$ cat config.mk
export PLATFORM = sky130hd
export DESIGN_NAME = button_click_gesture_detector
export DESIGN_NICKNAME = d
export VERILOG_FILES = /design/src/design/bccd_pkg.sv /design/src/design/button_click_gesture_detector.sv /design/src/design/bccd_core.sv
export SDC_FILE = /design/constraint.sdc
export NUM_CORES = 1
export LEC_CHECK = 0
export ABC_CLOCK_PERIOD_IN_PS = 5600
export BUFFER_PORTS_ARGS = -buffer_cell sky130_fd_sc_hd__buf_2
export CORE_MARGIN = 1.5
export CORE_UTILIZATION = 55
export CTS_CLUSTER_DIAMETER = 40
export DETAILED_ROUTE_END_ITERATION = 10
export MAX_ROUTING_LAYER = met4
export PLACE_DENSITY = 0.73
export SETUP_SLACK_MARGIN = 0.15
export SKIP_CTS_REPAIR_TIMING = 1
export SYNTH_ARGS = -nofsm -noshare
export SYNTH_HDL_FRONTEND = slang
export SYNTH_SLANG_ARGS = --single-unit
$ cat constraint.sdc
create_clock -name clk -period 5.6 [get_ports clk]
set_input_delay 1.4 -clock clk [delete_from_list [all_inputs] [get_ports clk]]
set_output_delay 1.4 -clock clk [all_outputs]
set_load 0.05 [all_outputs]
$ cat src/design/bccd_pkg.sv
// ----------------------------------------------------------------------------
// bccd_pkg
// shared types of the button click gesture detector
// ----------------------------------------------------------------------------
package bccd_pkg;

  // one result: single-tick event flags plus the long press level
  typedef struct packed {
    logic click;
    logic double_click;
    logic long_start;
    logic hold;
    logic long_release;
    logic pressed;
  } bccd_events_t;

  localparam int CFG_DATA_BITS  = 32;
  localparam int CFG_INDEX_BITS = 2;

endpackage

$ cat src/design/button_click_gesture_detector.sv
// ----------------------------------------------------------------------------
// button_click_gesture_detector
// click, double click and long press recognition on polled button samples
// ----------------------------------------------------------------------------
// usage:
// - input channel: one transaction per poll tick, carrying the sampled button
//   level and a free-running timestamp; elapsed times wrap at TIME_BITS bits
//   (timestamps and thresholds are zero-extended or cut to that width)
// - result channel: exactly one transaction per input transaction, with the
//   event flags for that tick and the long press level flag
// - config port: cfg_we writes cfg_wdata into register cfg_index at once
//   (0 debounce, 1 long press, 2 click window, 3 double click enable);
//   write only while no transaction is in flight
// - path: an accepted input passes the input register, then the result register,
//   and is on the result channel while it sits in the result register
// - throughput: one transaction per cycle unless the result channel stalls,
//   set by the state update between the input register and the result register
// - stall: a stalled result holds in the result register while the input
//   register still takes one more transaction; in_stall rises after that
// - reset: state idle, timestamps and config cleared, both stages empty
// ----------------------------------------------------------------------------
module button_click_gesture_detector
  import bccd_pkg::*;
#(
  parameter int TIME_BITS = 32
) (
  input  logic                      clk,
  input  logic                      rst_n,
  // configuration
  input  logic                      cfg_we,
  input  logic [CFG_INDEX_BITS-1:0] cfg_index,
  input  logic [CFG_DATA_BITS-1:0]  cfg_wdata,
  // input channel
  input  logic                      in_valid,
  output logic                      in_stall,
  input  logic                      in_button_level,
  input  logic [31:0]               in_time_now,
  // result channel
  output logic                      out_valid,
  input  logic                      out_stall,
  output logic                      out_click_event,
  output logic                      out_double_click_event,
  output logic                      out_long_start_event,
  output logic                      out_hold_event,
  output logic                      out_long_release_event,
  output logic                      out_pressed_flag
);

  // width of stored timestamps, thresholds and elapsed-time differences
  localparam int TW = TIME_BITS;

  localparam logic [CFG_INDEX_BITS-1:0] REG_DEBOUNCE   = 2'd0;
  localparam logic [CFG_INDEX_BITS-1:0] REG_LONG_PRESS = 2'd1;
  localparam logic [CFG_INDEX_BITS-1:0] REG_CLICK_WIN  = 2'd2;
  localparam logic [CFG_INDEX_BITS-1:0] REG_DC_ENABLE  = 2'd3;

  // config registers
  logic [TW-1:0] debounce_r, long_press_r, click_window_r;
  logic          dc_enable_r;

  always_ff @(posedge clk) begin
    if (!rst_n) begin
      debounce_r     <= '0;
      long_press_r   <= '0;
      click_window_r <= '0;
      dc_enable_r    <= 1'b0;
    end else if (cfg_we) begin
      case (cfg_index)
        REG_DEBOUNCE:   debounce_r     <= TW'(cfg_wdata);
        REG_LONG_PRESS: long_press_r   <= TW'(cfg_wdata);
        REG_CLICK_WIN:  click_window_r <= TW'(cfg_wdata);
        REG_DC_ENABLE:  dc_enable_r    <= cfg_wdata[0];
        default: begin
        end
      endcase
    end
  end

  // stage control
  logic in_valid_r, out_valid_r;
  logic out_free, move;

  assign out_free = !out_valid_r || !out_stall;  // result register can load
  assign move     = in_valid_r && out_free;      // tick goes through the fsm
  assign in_stall = in_valid_r && !out_free;

  // input register
  logic          in_level_r;
  logic [TW-1:0] in_time_r;

  always_ff @(posedge clk) begin
    if (!rst_n) begin
      in_valid_r <= 1'b0;
    end else if (!in_stall) begin
      in_valid_r <= in_valid;
    end
  end

  always_ff @(posedge clk) begin
    if (in_valid && !in_stall) begin
      in_level_r <= in_button_level;
      in_time_r  <= TW'(in_time_now);
    end
  end

  // gesture state machine
  bccd_events_t events_nxt, events_r;

  bccd_core #(
    .TW (TW)
  ) u_core (
    .clk          (clk),
    .rst_n        (rst_n),
    .step         (move),
    .level        (in_level_r),
    .now          (in_time_r),
    .debounce     (debounce_r),
    .long_press   (long_press_r),
    .click_window (click_window_r),
    .dc_enable    (dc_enable_r),
    .events       (events_nxt)
  );

  // result register
  always_ff @(posedge clk) begin
    if (!rst_n) begin
      out_valid_r <= 1'b0;
    end else if (out_free) begin
      out_valid_r <= in_valid_r;
    end
  end

  always_ff @(posedge clk) begin
    if (move) begin
      events_r <= events_nxt;
    end
  end

  assign out_valid              = out_valid_r;
  assign out_click_event        = events_r.click;
  assign out_double_click_event = events_r.double_click;
  assign out_long_start_event   = events_r.long_start;
  assign out_hold_event         = events_r.hold;
  assign out_long_release_event = events_r.long_release;
  assign out_pressed_flag       = events_r.pressed;

endmodule

$ cat src/design/bccd_core.sv
// ----------------------------------------------------------------------------
// bccd_core
// gesture state machine with press and release timestamps
// ----------------------------------------------------------------------------
module bccd_core
  import bccd_pkg::*;
#(
  parameter int TW = 32
) (
  input  logic          clk,
  input  logic          rst_n,
  input  logic          step,
  input  logic          level,
  input  logic [TW-1:0] now,
  input  logic [TW-1:0] debounce,
  input  logic [TW-1:0] long_press,
  input  logic [TW-1:0] click_window,
  input  logic          dc_enable,
  output bccd_events_t  events
);

  localparam logic [2:0] ST_IDLE  = 3'd0;
  localparam logic [2:0] ST_DOWN  = 3'd1;
  localparam logic [2:0] ST_UP    = 3'd2;
  localparam logic [2:0] ST_DOWN2 = 3'd3;
  localparam logic [2:0] ST_LONG  = 3'd4;

  logic [2:0]    state_r, state_nxt;
  logic [TW-1:0] start_r, start_nxt;
  logic [TW-1:0] release_r, release_nxt;
  logic          long_r, long_nxt;
  logic [TW-1:0] el_start, el_release;

  // wrapping differences
  assign el_start   = now - start_r;
  assign el_release = now - release_r;

  always_comb begin
    state_nxt   = state_r;
    start_nxt   = start_r;
    release_nxt = release_r;
    long_nxt    = long_r;
    events      = '0;
    case (state_r)
      ST_DOWN: begin
        if (!level) begin
          if (el_start < debounce) begin
            state_nxt = ST_IDLE;
          end else begin
            state_nxt   = ST_UP;
            release_nxt = now;
          end
        end else if (el_start > long_press) begin
          long_nxt          = 1'b1;
          events.long_start = 1'b1;
          events.hold       = 1'b1;
          state_nxt         = ST_LONG;
        end
      end
      ST_UP: begin
        if (!dc_enable || el_start > click_window) begin
          events.click = 1'b1;
          state_nxt    = ST_IDLE;
        end else if (level && el_release > debounce) begin
          state_nxt = ST_DOWN2;
          start_nxt = now;
        end
      end
      ST_DOWN2: begin
        // an early release keeps waiting here
        if (!level && el_start > debounce) begin
          events.double_click = dc_enable;
          state_nxt           = ST_IDLE;
        end
      end
      ST_LONG: begin
        if (!level) begin
          long_nxt            = 1'b0;
          events.long_release = 1'b1;
          state_nxt           = ST_IDLE;
        end else begin
          long_nxt    = 1'b1;
          events.hold = 1'b1;
        end
      end
      default: begin
        // idle and unused codes
        if (level) begin
          state_nxt = ST_DOWN;
          start_nxt = now;
        end else begin
          state_nxt = ST_IDLE;
        end
      end
    endcase
    events.pressed = long_nxt;
  end

  always_ff @(posedge clk) begin
    if (!rst_n) begin
      state_r   <= ST_IDLE;
      start_r   <= '0;
      release_r <= '0;
      long_r    <= 1'b0;
    end else if (step) begin
      state_r   <= state_nxt;
      start_r   <= start_nxt;
      release_r <= release_nxt;
      long_r    <= long_nxt;
    end
  end

endmodule

==> qor.yml <==
finish:
  area_of_combinational_cells_with_multiple_inputs_mm2: 0.00836
  n_antenna_cell: 0
  seq_area_mm2: 0.00451
  final_cell_count_no_fill: 2110
  num-fill-cells: 2074
  finish.net_count: 2024
  final_design_area_no_fill_mm2: 0.0159
  area_growth_pct: 16.0
  post_route_cells_drive_above_1_share_pct: 11.5
clock_network:
  cts_sinks: 206
  insertion_delay_ns: 0.51
  clk_transition_reported_paths_ns: 0.05
  tritoncts_clock_tree: "yes"
  htreeDepth: 2
  clockBufferDepth: 3
  cts_inserted_buffers: 35
  clockRootBuffer: "sky130_fd_sc_hd__clkbuf_16"
flow_run:
  cap_viol_max_count: 0
timing:
  finalWorstPathRequiredPeriod_ns: 5.36
  fin_tns_setup_ns: 0
  max_freq_mhz: 187
  slew_headroom_pct: 36.1
  clock_skew_ns: 0.0206
  timing.final.setup_violations: 0
  grt_setup_unrepaired: "no"
  hold_viol: 0
  final.hold.worst_slack_ns: 0.452
  layout_worst_path_cycle_share_pct: 95.7
  drv_slew: 0
  worst_pin_slew_ns: 0.956
floorplan:
  ioPinCount: 80
  die-width_um: 161
  floorplan.rows: 57
  die-area_mm2: 0.0258
  initial_core_util_pct: 56.1
  dieHeight_um: 161
  fp.coreArea_mm2: 0.0244
route:
  final_antenna_net_count: 0
  average_detailed_routed_wire_length_per_instance_um: 16.7
  dr_total_vias: 11941
  route.final.wire_length_um: 35300
  drt_first_pass_iters: 5
  starting_drc_count_in_detailed_routing: 902
  viasPerCell: 5.66
  remaining_design_rule_violation_count: 0
outcome:
  outcome: "complete, no violations"
placement:
  detailed_place_hpwl_um: 25000
  numPortBuffers: 79
  globalplace.congestion: 0.962
  cells_after_dpl: 2031
  place_area_mm2: 0.0143
setup_path:
  worstSetupStartpointType: "flip-flop"
  critPathKind: "reg2reg"
  crit_path_start: "in_time_r[0]$_DFFE_PP_"
  crit_arrival_ns: 5.78
  reg2regPathDepth: 23
  worstSetupEndpointType: "flip-flop"
  timing.critical_path.fanout_max: 8
  critical_path_required_ns: 6.02
  timing.rr.start: "in_time_r[0]$_DFFE_PP_"
grt:
  grt_overflow_total: 0
  antenna_found_initial: 0
  grt_pass1_vias: 11146
  gr-usage-all-layers_pct: 27.3
  maximum_number_of_pins_on_one_net_before_global_route_repair: 82
  wire_length_of_the_first_global_routing_pass_um: 55700
power:
  power.leakage_nw: 6.13
  power.density_cell_area_mw_per_mm2: 304
  finalPower_w: 0.00483
  peakVddDrop_v: 0.000245
yosys:
  synth-edff-count: 39
  cell_types_with_the_largest_area_share_after_synthesis: "sky130_fd_sc_hd__dfxtp_1 (24%), sky130_fd_sc_hd__ha_1 (17%), sky130_fd_sc_hd__nand2_1 (8.9%), sky130_fd_sc_hd__edfxtp_1 (8.6%), sky130_fd_sc_hd__a21oi_1 (7.2%)"
  yosysWarnings: 0
  mappedNetlistArea_mm2: 0.0137
  synthArstFlopShare_pct: 0
  synth.yosys.seq_area_share_pct: 33.0
  synth_top_area_cell: "sky130_fd_sc_hd__dfxtp_1"
  ys_seq_elements: 206
  synthesis.instances: 1667
  synthesis.nets: 1931
  postSynthAreaPerCell_um2: 8.21
  netlist.area_leader.share_pct: 24.4
  synth.distinct_cells: 78
  synth_flop_cell: "sky130_fd_sc_hd__dfxtp_1"
hold_path:
  min_path_type: "reg2reg"
  min-delay-start: "click_window_r[16]$_SDFFE_PN0P_"
  timing.hold.worst_path_depth: 2
==> cell type report <==
class                      count  share of cell area, %
sequential                   206                   28.4
timing repair buffer         109                   4.49
clock inverter                23                   1.59
tap                          324                   2.55
multi-input combinational   1223                   52.6
inverter                     185                   4.39
clock buffer                  40                   5.96
==> kinds of logic after synthesis <==
family	Yosys count	share of synthesized area, %
XOR/XNOR	56	3.58
adder cells (fa/ha/maj)	192	17.7
flip-flops	206	33.0
multiplexers	67	4.91
AND/OR/NAND/NOR	528	16.8
AO/OA/AOI/OAI	380	16.8
buffers and inverters	238	7.29
==> layer usage <==
metal | global-route usage, % | vias to the layer above | wire length [µm]
li1 | - | 5941 | -
met1 | 37.0 | 5558 | 16400
met2 | 42.4 | 378 | 15900
met3 | 4.13 | 64 | 2310
met4 | 7.49 | 0 | 745
met5 | - | - | 0
==> cells in the mapped netlist, drive strengths merged, types with 3 or more instances <==
library cell / count
nand2: 324
a21oi: 198
ha: 190
inv: 184
dfxtp: 167
nor2: 86
mux2i: 66
o21ai: 52
xnor2: 44
edfxtp: 39
clkbuf: 38
a21o: 37
nand4: 23
nand3: 21
nor3: 16
a211oi: 13
o21bai: 13
xor2: 12
o21a: 11
buf: 10
nor2b: 10
o211ai: 9
and3: 8
and4: 7
nor4: 7
a31oi: 6
nand2b: 5
nor3b: 5
a221oi: 4
o31ai: 4
a211o: 3
dlygate4sd3: 3
o31a: 3
or3: 3
or4: 3
==> per-stage QoR <==
stage | worst slack, ns | util (%)
after CTS | -0.120 | 63.7
after floorplan | 0.848 | -
after global routing | 0.0138 | 65.1
after detailed placement | -0.0317 | 58.8
after global placement | 0.227 | 58.8
final | 0.243 | 65.1
==> state kept, by name (all words and copies together) (netlist names) <==
signal	cells
click_window_r	32
dc_enable_r	1
debounce_r	32
in_level_r	1
in_time_r	32
in_valid_r	1
long_press_r	32
out_click_event	1
out_double_click_event	1
out_hold_event	1
out_long_release_event	1
out_long_start_event	1
out_pressed_flag	1
out_valid	1
u_core.long_r	1
u_core.release_r	32
u_core.start_r	32
u_core.state_r	3
==> worst max-delay path: stages, from the launching register on <==
cell and delay (ns):
sky130_fd_sc_hd__edfxtp_1 0.42, sky130_fd_sc_hd__inv_2 0.11, sky130_fd_sc_hd__ha_4 0.14, sky130_fd_sc_hd__inv_2 0.04, sky130_fd_sc_hd__fa_2 0.41, sky130_fd_sc_hd__a211oi_2 0.28, sky130_fd_sc_hd__nor4_1 0.08, sky130_fd_sc_hd__o21ai_1 0.24
sky130_fd_sc_hd__a41oi_2 0.20, sky130_fd_sc_hd__o2111ai_1 0.24, sky130_fd_sc_hd__nand2_1 0.12, sky130_fd_sc_hd__a311oi_2 0.41, sky130_fd_sc_hd__xnor2_2 0.15, sky130_fd_sc_hd__ha_1 0.33, sky130_fd_sc_hd__nand4_1 0.13, sky130_fd_sc_hd__or4_4 0.47
sky130_fd_sc_hd__nor2_4 0.11, sky130_fd_sc_hd__nand4_1 0.12, sky130_fd_sc_hd__o211ai_1 0.21, sky130_fd_sc_hd__a32oi_2 0.22, sky130_fd_sc_hd__nor3b_4 0.29, sky130_fd_sc_hd__buf_6 0.17, sky130_fd_sc_hd__clkbuf_16 0.17, sky130_fd_sc_hd__mux2i_1 0.22
==> power breakdown <==
group / internal (W) / switching [W] / total [W]
logic: 0.000425 / 0.000602 / 0.00103
registers: 0.00157 / 0.0000407 / 0.00161
clock network: 0.00138 / 0.000810 / 0.00219
total: 0.00337 / 0.00145 / 0.00483
==> path summary, 6_finish.rpt <==
path,slack (ns),endpoint
setup / recovery,0.24,u_core.start_r[18]$_SDFFE_PN0P_
setup reg to reg,0.24,u_core.start_r[18]$_SDFFE_PN0P_
hold / removal,0.45,click_window_r[16]$_SDFFE_PN0P_
hold reg to reg,0.45,click_window_r[16]$_SDFFE_PN0P_
==> cell usage in the layout (no fill, tap or decap), types with 16 or more instances in the layout <==
cell / count
sky130_fd_sc_hd__nor3_1: 16
sky130_fd_sc_hd__buf_4: 22
sky130_fd_sc_hd__inv_1: 182
sky130_fd_sc_hd__o21ai_0: 41
sky130_fd_sc_hd__buf_2: 79
sky130_fd_sc_hd__mux2i_1: 66
sky130_fd_sc_hd__a21o_1: 37
sky130_fd_sc_hd__nor2_1: 84
sky130_fd_sc_hd__edfxtp_1: 39
sky130_fd_sc_hd__dfxtp_1: 167
sky130_fd_sc_hd__clkbuf_16: 40
sky130_fd_sc_hd__ha_1: 185
sky130_fd_sc_hd__nand3_1: 21
sky130_fd_sc_hd__xnor2_1: 40
sky130_fd_sc_hd__nand2_1: 324
sky130_fd_sc_hd__a21oi_1: 198
sky130_fd_sc_hd__nand4_1: 23
Note: power is estimated with default switching activity, not from simulation.
